## src/hw/rtl/pkwrg_pkg.sv

```systemverilog
package pkwrg_pkg;

  localparam int KEY_W  = 64;
  localparam int CNT_W  = 17;
  localparam int MIN_W  = 27;
  localparam int STAT_W = 32;
  localparam int SEC_W  = 32;
  localparam int CMD_W  = 2;

  // Command codes
  localparam logic [CMD_W-1:0] CMD_ADMIT   = 2'd0;
  localparam logic [CMD_W-1:0] CMD_RELEASE = 2'd1;
  localparam logic [CMD_W-1:0] CMD_POLL    = 2'd2;

  // Register indexes
  localparam logic REG_GLOBAL_LIMIT  = 1'b0;
  localparam logic REG_PER_KEY_LIMIT = 1'b1;

  // Limits
  localparam logic [CNT_W-1:0] GLOBAL_DEFAULT  = 17'd120;
  localparam logic [CNT_W-1:0] PER_KEY_DEFAULT = 17'd30;
  localparam logic [CNT_W-1:0] LIMIT_MAX       = 17'd100000;

  // Seconds to minutes: exact for every 32-bit value as (x * magic) >> 37
  localparam logic [SEC_W-1:0] DIV60_MAGIC = 32'h8888_8889;
  localparam int               DIV60_SHIFT = 37;

  localparam logic [STAT_W-1:0] STAT_MAX = '1;

  // Search token handed from cell to cell
  typedef struct packed {
    logic             valid;
    logic             hit;
    logic             free_seen;
    logic [CNT_W-1:0] count;
  } tok_t;

  // Broadcast command to all cells
  typedef struct packed {
    logic             clear;
    logic             write;
    logic [KEY_W-1:0] key;
    logic [CNT_W-1:0] count;
  } cell_cmd_t;

  function automatic logic [STAT_W-1:0] sat_inc(input logic [STAT_W-1:0] v);
    sat_inc = (v == STAT_MAX) ? v : v + STAT_W'(1);
  endfunction

  function automatic logic [CNT_W-1:0] eff_limit(input logic [CNT_W-1:0] v,
                                                  input logic [CNT_W-1:0] dflt);
    eff_limit = (v == '0 || v > LIMIT_MAX) ? dflt : v;
  endfunction

endpackage

```

## src/hw/rtl/pkwrg_cell.sv

```systemverilog
module pkwrg_cell
  import pkwrg_pkg::*;
#(
  parameter int IDX   = 0,
  parameter int IDX_W = 8
) (
  input  logic             clk,
  input  logic             rst_n,
  input  cell_cmd_t        cmd,
  input  logic             sel,
  input  logic [KEY_W-1:0] search_key,
  input  tok_t             tok_i,
  input  logic [IDX_W-1:0] idx_i,
  output tok_t             tok_o,
  output logic [IDX_W-1:0] idx_o
);

  localparam logic [IDX_W-1:0] MY_IDX = IDX_W'(IDX);

  logic             valid_r;
  logic [KEY_W-1:0] key_r;
  logic [CNT_W-1:0] count_r;
  tok_t             tok_r, tok_nxt;
  logic [IDX_W-1:0] idx_r, idx_nxt;

  // Entry valid: clear on rollover, set on claim
  always_ff @(posedge clk) begin
    if (!rst_n) begin
      valid_r <= 1'b0;
    end else if (cmd.clear) begin
      valid_r <= 1'b0;
    end else if (cmd.write && sel) begin
      valid_r <= 1'b1;
    end
  end

  // Entry payload
  always_ff @(posedge clk) begin
    if (cmd.write && sel) begin
      key_r   <= cmd.key;
      count_r <= cmd.count;
    end
  end

  // Match or claim; first hit wins, otherwise the lowest free entry
  always_comb begin
    tok_nxt = tok_i;
    idx_nxt = idx_i;
    if (tok_i.valid && !tok_i.hit) begin
      if (valid_r && key_r == search_key) begin
        tok_nxt.hit   = 1'b1;
        tok_nxt.count = count_r;
        idx_nxt       = MY_IDX;
      end else if (!valid_r && !tok_i.free_seen) begin
        tok_nxt.free_seen = 1'b1;
        tok_nxt.count     = '0;
        idx_nxt           = MY_IDX;
      end
    end
  end

  // Hand the token to the next cell
  always_ff @(posedge clk) begin
    if (!rst_n) begin
      tok_r <= '0;
    end else begin
      tok_r <= tok_nxt;
    end
  end

  always_ff @(posedge clk) begin
    idx_r <= idx_nxt;
  end

  assign tok_o = tok_r;
  assign idx_o = idx_r;

endmodule

```

## config.mk

```make
export PLATFORM = sky130hd
export DESIGN_NAME = pkwrg_cell
export DESIGN_NICKNAME = d
export VERILOG_FILES = /design/src/hw/rtl/pkwrg_pkg.sv /design/src/hw/rtl/pkwrg_cell.sv
export SDC_FILE = /design/constraint.sdc
export NUM_CORES = 1
export LEC_CHECK = 0
export CORE_UTILIZATION = 40
export DETAILED_ROUTE_END_ITERATION = 7
export DONT_BUFFER_PORTS = 1
export GPL_TIMING_DRIVEN = 0
export SETUP_SLACK_MARGIN = 0.02
export SLEW_MARGIN = 0
export SYNTH_ARGS = -nofsm -noshare
export SYNTH_HDL_FRONTEND = slang
export SYNTH_SLANG_ARGS = --single-unit
```

## constraint.sdc

```tcl
create_clock -name clk -period 3 [get_ports clk]
set_clock_uncertainty 0.15 [all_clocks]
set_input_delay 0.45 -clock clk [delete_from_list [all_inputs] [get_ports clk]]
set_output_delay 0.45 -clock clk [all_outputs]
set_load 0.02 [all_outputs]
```

==> key figures, run 1 <==
Status
  – Status: complete, no violations

Route
  – Final WL: between 9000 and 10000 microns
  – 1st-pass router iterations: 4
  – Routed Antenna Nets: 0
  – DRC Markers: 0
  – Drt via density: 5.03
  – Starting DRT DRC Count: between 90 and 100
  – Total number of vias: 2700
  – Wire per inst: between 15 and 20 microns

Worst hold path
  – Worst min path class: input pin to flop
  – Hold Path Depth: 2

Placed design
  – PortBufs: 0
  – Post-Place Cells: about 440
  – DPL Wire Length: 6880 microns
  – Pre-CTS WS: 218 ps
  – Final RePlAce weighted congestion: 0.767

Finish
  – # nets final: ~570
  – Post-layout util: a little over half
  – Antenna diodes: 0
  – Layout area overhead: 28.6%
  – Most frequent cells in the layout: 82 x dlygate4sd3_1, 81 x edfxtp_1, 41 x xnor2_1
  – Fillers: 868
  – Post-Layout Cell Count: between 500 and 600
  – Share of layout cells above drive strength 1: under 10%
  – Commonest non-fill, non-tap cell in the layout: dlygate4sd3_1

Yosys
  – Fraction of registers with async set/reset: 0%
  – Register area share after synthesis: a little over two thirds
  – Netlist cell types: 31
  – Syn_area_per_cell: roughly 14 sq um
  – Post-synth top area share: 56.3%
  – Post-Syn Area: between 0.004 and 0.005 sq mm
  – Syn. warnings: 0
  – EDFF count, synth: 81
  – Synth Instances: 302
  – Synth Flop Type: edfxtp_1
  – #FFs+latches synth: 110
  – Synth Net Count: 480
  – Top post-synthesis cells by area: edfxtp_1 56%, dfxtp_1 13%, xnor2_1 8.3%
  – Area leader, netlist: edfxtp_1

Clock network
  – Num CTS Buffers: 9
  – Clock slew at reported path FFs: roughly 100 ps
  – Clock root buffer: clkbuf_8
  – CTS tree: done
  – H-tree depth: 3
  – Clock Latency Late Sink: approximately 370 ps
  – CTS Buffer Depth: 2
  – Post-CTS setup buffer count: 0
  – Sink Count: 110
  – CTS resizes: 0

Global route
  – Pin count of the biggest net entering global routing: 48
  – GRT overflow: 0
  – First-pass GRT wire length: approximately 14000 microns
  – Gr usage total: roughly 17%
  – Vias in the first global route: approximately 3000
  – Initial antenna violation count: 0

Power and ir drop
  – Sequential power share: 60.7%
  – Peak VDD IR: around 0.33 mV
  – Combinational group share of total power: under 10%
  – Leakage: 1.91 nW
  – Switching share of power: between 20% and 30%
  – Internal power: 0.00232 W
  – Switching pwr: between 0.0006 and 0.0007 W
  – Clock Power Share: 30.7%
  – Power Dens Cells: 536 mW/mm^2

Floorplan
  – Die area: roughly 0.011 sq mm
  – Site row count: 37
  – Core area: ~0.010 sq mm
  – Die W: 106 microns
  – Ports: around 210
  – Starting Density: between 40% and 50%
  – Die Y: 106 microns

Worst setup path
  – Setup crit end kind: flop
  – Worst-case reg-to-reg path depth: 7
  – Worst-path fanout max: 10
  – CP max-delay cell: nor4_4
  – Crit path from: key_r[9]
  – Crit path depth: 7
  – Reg2reg setup slack: approximately 250 ps
  – Crit Reg-Reg Endpoint: tok_o[11]
  – CP Cell Sequence: xnor2_1 > nand4_1 > or4_4 > nor4_4 > o211a_4 > buf_6 > o21ai_2
  – Setup Crit Path Kind: flop to flop
  – Critical path buffer and inverter count: 1
  – Worst Path Arrival: 2860 ps
  – Crit Reg-Reg Startpoint: key_r[9]
  – Data required, critical path: approximately 3100 ps
  – Critical Path End: tok_o[11]
  – Critical Path Source Type: flop
  – CP max stage delay: around 640 ps
  – CP delay by family, top: simple AND/OR/NAND/NOR gates

Timing
  – Final period util: between 90 and 100%
  – Fin. Hold Viols: 0
  – Fin. max-slew vios: 0
  – Worst-margin pin slew: approximately 700 ps
  – Headroom to the max-slew limit: 54.3%
  – Setup WS post-layout: around 250 ps
  – # setup viols final: 0
  – Final min period: about 2700 ps
  – RSZ-0062 raised after global routing: false
  – Fmax: 364 MHz

Job
  – Max-Cap Viols: 0
kinds of logic after synthesis:
kind of cell	Yosys count	synth area share (%)
buf+inv	19	2.03
xor+xnor	43	8.72
flops	110	69.8
compound gates	32	6.20
simple gates	98	13.2
per-stage QoR:
step / TNS, ps / area [sq um] / hold slack, ps / power, W
after floorplan: 0 / 4320 / 306 / 0.00197
after CTS: 0 / 5550 / 23.3 / 0.00301
after detailed placement: 0 / 4520 / 327 / 0.00201
after global placement: -58560 / 4490 / 321 / 0.00200
final: 0 / 5550 / 49.7 / 0.00297
after global routing: 0 / 5550 / 22.1 / 0.00309
cell type report:
cell class | instances | area, sq um | area share, %
Multi-Input combinational cell | 173 | 1220 | 22.0
Sequential cell | 110 | 3010 | 54.3
Tap cell | 136 | 170 | 3.07
Clock buffer | 13 | 191 | 3.45
Buffer | 8 | 46.3 | 0.834
Timing Repair Buffer | 83 | 848 | 15.3
Clock inverter | 3 | 22.5 | 0.406
Inverter | 11 | 41.3 | 0.744
Yosys cell counts, types with 5 or more instances:
cell type   n
clkbuf_1    5
dfxtp_1    29
edfxtp_1   81
inv_1      11
nand2_1    17
nand2b_1   17
nand4_1    28
nor2_1      7
nor2b_1    18
o21ai_1     7
o21ai_2    10
xnor2_1    41
routing by layer:
layer  vias to the layer above  routed length [microns]  GRT usage (%)
li1                       1291                        -              -
met1                      1258                     3750           18.4
met2                       136                     4830           30.2
met3                        15                      896           6.74
met4                         0                      168           8.73
met5                         -                        0              0
power by group through the flow:
stage               Combinational [W]  Sequential [W]  Clock (W)
floorplan                    0.000135         0.00183          0
CTS                          0.000257         0.00181   0.000941
finish                       0.000255         0.00181   0.000913
detailed placement           0.000169         0.00184          0
global route                 0.000280         0.00182   0.000996
global placement             0.000160         0.00184          0
worst register-to-register path, cell delays in order, from the launching register on:
cell and delay (ps):
edfxtp_1 410, xnor2_1 150, nand4_1 130, or4_4 560
nor4_4 640, o211a_4 320, buf_6 200, o21ai_2 80
worst min path at each step:
stage,start,endpoint,slack [ps]
global placement,count_r[5],tok_o[5],320
global route,idx_i[2],idx_o[2],20
CTS,tok_i[16],tok_o[16],20
detailed placement,count_r[2],tok_o[2],330
finish,tok_i[18],tok_o[18],50
floorplan,count_r[0],tok_o[0],310
what timing repair did:
item	CTS	global route
endpoints found under the setup margin	0	10
hold buffers	82	0
endpoints found under the hold margin	82	0
sequential cells by signal, indices dropped and copies added, names as in the netlist:
| register | count |
|---|---|
| tok_o | 20 |
| count_r | 17 |
| valid_r | 1 |
| idx_o | 8 |
| key_r | 64 |
Power figures use the tool's default switching activity.
==> run 2, diff against run 1 <==
==> constraint.sdc (replaced) <==
create_clock -name clk -period 2.3 [get_ports clk]
set_clock_uncertainty 0.15 [all_clocks]
set_input_delay 0.345 -clock clk [delete_from_list [all_inputs] [get_ports clk]]
set_output_delay 0.345 -clock clk [all_outputs]
set_load 0.02 [all_outputs]
==> run 2 against run 1 <==
The flow now stops in clock tree synthesis (4_1_cts). Area after synthesis did not move. Synthesized cell count did not move.
==> key figures, run 2 <==
Status
  – Status: did not finish
  – Last stage: clock tree synthesis (4_1_cts)
  – First Err: [ERROR RSZ-0060] Max buffer count reached.

Floorplan
  – Die W: 106 microns
  – Site row count: 37
  – Ports: 206
  – Starting Density: between 40% and 50%
  – Die Y: around 110 microns

Yosys
  – Netlist cell types: 31
  – #FFs+latches synth: between 100 and 150
  – Register area share after synthesis: between 60% and 70%
  – Most common cell in the netlist: edfxtp_1
  – Area leader, netlist: edfxtp_1
  – EDFF count, synth: about 80
  – Synth Net Count: 480
  – Top post-synthesis cells by area: edfxtp_1 56%, dfxtp_1 13%, xnor2_1 8.3%
  – Synth Flop Type: edfxtp_1
  – Syn. warnings: 0
  – Synth Instances: 302
  – Synth top cells by count: 81 x edfxtp_1, 41 x xnor2_1, 29 x dfxtp_1, 28 x nand4_1, 18 x nor2b_1
  – Fraction of registers with async set/reset: 0%
  – Syn_area_per_cell: 14.3 sq um
  – Post-Syn Area: roughly 0.0043 sq mm
  – Post-synth top area share: around 56%

Clock network
  – CTS resizes: 4
  – Clock root buffer: clkbuf_8
  – Hold Buf Count CTS: 101
  – Post-CTS setup buffer count: 4
  – Num CTS Buffers: 9
  – Sink Count: 110
  – CTS Buffer Depth: 2
  – H-tree depth: 3

Placed design
  – DPL Wire Length: about 6600 microns
  – Final RePlAce weighted congestion: 0.787
  – Post-Place Cells: between 400 and 500
  – PortBufs: 0
==> run 2: cell counts after synthesis <==
No cell type changed its count.
==> run 2: cells by family after synthesis <==
kind of cell	synth area share (%)
compound gates	6.20
xor+xnor	8.72
buf+inv	2.03
flops	69.8
simple gates	13.2
==> run 2: per-stage QoR <==
| step | worst slack, ps | area [sq um] | setup TNS, ps | hold WS (ps) | util, % |
|---|---|---|---|---|---|
| floorplan | 24.1 | 4320 | 0 | 274 | - |
| global placement | -401 | 4490 | -14390 | 275 | 43.1 |
| detailed placement | -390 | 4520 | -8610 | 277 | 43.4 |
==> run 3, diff against run 2 <==
--- a/config.mk
+++ b/config.mk
@@ -5,11 +5,11 @@
 export SDC_FILE = /design/constraint.sdc
 export NUM_CORES = 1
 export LEC_CHECK = 0
-export CORE_UTILIZATION = 40
+export CORE_UTILIZATION = 25
 export DETAILED_ROUTE_END_ITERATION = 7
 export DONT_BUFFER_PORTS = 1
 export GPL_TIMING_DRIVEN = 0
-export SETUP_SLACK_MARGIN = 0.02
+export PLACE_DENSITY_LB_ADDON = 0.15
 export SLEW_MARGIN = 0
 export SYNTH_ARGS = -nofsm -noshare
 export SYNTH_HDL_FRONTEND = slang
==> constraint.sdc (replaced) <==
create_clock -name clk -period 3 [get_ports clk]
set_clock_uncertainty 0.15 [all_clocks]
set_input_delay 0.45 -clock clk [delete_from_list [all_inputs] [get_ports clk]]
set_output_delay 0.45 -clock clk [all_outputs]
set_load 0.02 [all_outputs]
==> run 3 against run 2 <==
The flow now finishes without violations.
==> key figures, run 3 (same netlist as run 1, synthesis figures left out) <==
Status
  – Status: complete, no violations

Worst setup path
  – CP max stage delay: roughly 700 ps
  – Worst-path fanout max: 10
  – Worst Path Arrival: approximately 2800 ps
  – Data required, critical path: ~3100 ps
  – CP max-delay cell: nor4_4
  – Setup crit end kind: flop
  – Critical Path Source Type: flop
  – Setup Crit Path Kind: flop to flop
  – CP Cell Sequence: nor2b_1 > a2111oi_0 > nand4_1 > nor4_4 > o211a_4 > buf_6 > o21ai_1

Timing
  – RSZ-0062 raised after global routing: false
  – Setup TNS: 0 ps
  – Fin. max-slew vios: 0
  – Final period util: between 90 and 100%
  – Headroom to the max-slew limit: a little over half
  – Setup WS post-layout: about 300 ps
  – Final min period: around 2700 ps
  – Fmax: about 370 MHz
  – # setup viols final: 0
  – Fin. Hold Viols: 0
  – Worst-margin pin slew: about 700 ps

Floorplan
  – Site row count: between 40 and 50
  – Die W: ~130 microns
  – Ports: around 210
  – Core area: 0.0167 sq mm
  – Die area: ~0.018 sq mm
  – Starting Density: 25.8%
  – Die Y: about 130 microns

Global route
  – Pin count of the biggest net entering global routing: 54
  – Initial antenna violation count: 1
  – First-pass GRT wire length: around 15000 microns
  – GRT overflow: 0
  – Vias in the first global route: between 2000 and 3000
  – Gr usage total: between 10% and 20%

Placed design
  – PortBufs: 0
  – Post-Place Cells: between 500 and 600
  – Pre-CTS WS: between 100 and 150 ps
  – Final RePlAce weighted congestion: 0.726
  – DPL Wire Length: slightly below 8000 microns

Route
  – DRC Markers: 0
  – Total number of vias: roughly 2400
  – Routed Antenna Nets: 0
  – Drt via density: approximately 4.4
  – Wire per inst: approximately 18 microns
  – 1st-pass router iterations: 4
  – Final WL: 9980 microns
  – Starting DRT DRC Count: 87

Power and ir drop
  – Power Dens Cells: around 640 mW/mm^2
  – Leakage: roughly 1.6 nW
  – Peak VDD IR: between 0.2 and 0.3 mV
  – Final Total Pwr: about 0.0031 W

Finish
  – Commonest non-fill, non-tap cell in the layout: edfxtp_1
  – # nets final: ~490
  – Antenna diodes: 0
  – Post-layout util: between 20% and 30%
  – Post-Layout Cell Count: between 500 and 600
  – Layout area overhead: 13.9%
  – Largest register FFs: 64
  – Most frequent cells in the layout: 81 x edfxtp_1, 41 x xnor2_1, 29 x dfxtp_1
  – Share of layout cells above drive strength 1: 10.3%
  – Fillers: 1716
  – Biggest register: key_r

Clock network
  – Post-CTS setup buffer count: 0
  – Clock slew at reported path FFs: 80 ps
  – H-tree depth: 3
  – Clock Latency Late Sink: around 360 ps
  – CTS resizes: 0
  – Clock root buffer: clkbuf_16
  – CTS Buffer Depth: 2
  – Sink Count: 110
  – CTS tree: done
  – Num CTS Buffers: 9

Job
  – Max-Cap Viols: 0

Worst hold path
  – Worst min path class: input pin to flop
-- run 3: power breakdown --
part / switching (W) / internal, W / total [W]
registers: 0.0000665 / 0.00174 / 0.00181
logic: 0.0000824 / 0.0000866 / 0.000169
clock network: 0.000573 / 0.000584 / 0.00116
-- run 3: worst max-delay path, delay by kind of cell (launching register included) --
family                 cells  cell delay (ps)
DFF                        1              380
AOI/OAI and AO/OA          3              840
buffers and inverters      1              160
and+or+nand+nor            3             1040
-- run 3: cell type report --
type	instances	area [sq um]	area share, %
multi-input cells	173	1220	24.8
plain buffers	8	46.3	0.942
flip-flops and latches	110	3010	61.3
well taps	220	275	5.60
clock buffers	10	229	4.66
clock inverters	6	53.8	1.09
inverters	11	41.3	0.840
repair buffers	2	37.5	0.764
-- run 3: final timing paths --
check                                 from         to  slack [ps]  cells after the start
worst max-delay path             key_r[45]   tok_o[3]         300                      7
worst min-delay path               cmd[77]  key_r[60]          30                      0
worst max register to register   key_r[45]   tok_o[3]         300                      7
worst min register to register  count_r[1]   tok_o[1]         350                      2
-- run 3: timing repair --
| action | in CTS | in global routing |
|---|---|---|
| endpoints found under the setup margin | 0 | 0 |
| hold buffers | 1 | 0 |
| hold endpoints to repair | 1 | 0 |
-- run 3: per-layer routing --
| metal | track usage, % | routed length (microns) |
|---|---|---|
| met4 | 4.92 | 165 |
| met5 | 0 | 13 |
| met1 | 12.5 | 3890 |
| met2 | 18.8 | 4870 |
| met3 | 6.09 | 1040 |
-- run 3: stage by stage --
step                hold WS [ps]  instance area [sq um]
floorplan                    306                   4320
finish                      33.6                   4910
CTS                         8.45                   4910
global route                2.75                   4910
detailed placement           332                   4620
global placement             338                   4590
==> run 4, diff against run 3 <==
--- a/config.mk
+++ b/config.mk
@@ -9,6 +9,7 @@
 export DETAILED_ROUTE_END_ITERATION = 7
 export DONT_BUFFER_PORTS = 1
 export GPL_TIMING_DRIVEN = 0
+export HOLD_SLACK_MARGIN = 0.1
 export PLACE_DENSITY_LB_ADDON = 0.15
 export SLEW_MARGIN = 0
 export SYNTH_ARGS = -nofsm -noshare
==> run 4 against run 3 <==
The run now fails in clock tree synthesis (4_1_cts). Area after synthesis is the same. Synthesized cell count unchanged.
==> key figures, run 4 <==
Yosys
  – Most common cell in the netlist: edfxtp_1
  – Synth Flop Type: edfxtp_1
  – Syn_area_per_cell: 14.3 sq um
  – Top post-synthesis cells by area: edfxtp_1 56%, dfxtp_1 13%, xnor2_1 8.3%
  – Fraction of registers with async set/reset: 0%
  – Post-synthesis xor/xnor area fraction: between 8 and 9%
  – Register area share after synthesis: a little over two thirds
  – Main combinational cell family by area after synthesis: simple AND/OR/NAND/NOR gates
  – Post-Syn Area: about 0.0043 sq mm
  – Post-Synth Simple-Gate Area: 13.2%
  – Netlist cell types: 31
  – Synth Instances: 302
  – Area leader, netlist: edfxtp_1
  – Area share of fa/ha/maj cells after synthesis: 0%
  – Area fraction in compound gates after synthesis: 6.20%
  – Synth top cells by count: 81 x edfxtp_1, 41 x xnor2_1, 29 x dfxtp_1, 28 x nand4_1, 18 x nor2b_1
  – Syn. warnings: 0
  – Post-synth top area share: 56.3%
  – #FFs+latches synth: 110
  – Mux cell area share after synthesis: 0%
  – Synth Net Count: between 400 and 500
  – EDFF count, synth: just over 80

Placed design
  – Post-Place Cells: 523
  – DPL Wire Length: 7890 microns
  – Final RePlAce weighted congestion: between 0.7 and 0.8
  – PortBufs: 0

Floorplan
  – Starting Density: 25.8%
  – Die Y: roughly 130 microns
  – Site row count: 47
  – Die W: roughly 130 microns
  – Ports: 206

Status
  – Last stage: clock tree synthesis (4_1_cts)
  – First Err: [ERROR RSZ-0060] Max buffer count reached.
  – Status: did not finish

Clock network
  – CTS Buffer Depth: 2
  – H-tree depth: 3
  – Clock root buffer: clkbuf_16
  – Sink Count: 110
  – Num CTS Buffers: 9
  – Post-CTS setup buffer count: 0
  – CTS resizes: 0
  – Hold Buf Count CTS: ~110
## run 4: cell families after synthesis
logic type,after synthesis
flip-flops,110
AND/OR/NAND/NOR,98
XOR/XNOR,43
AO/OA/AOI/OAI,32
buffers and inverters,19
## run 4: stage by stage
step / setup slack [ps] / hold WS [ps] / TNS (ps) / area, sq um / utilization, %
floorplan: 49.5 / 306 / 0 / 4320 / -
global placement: -892 / 338 / -72160 / 4590 / 27.5
detailed placement: 150 / 332 / 0 / 4620 / 27.7
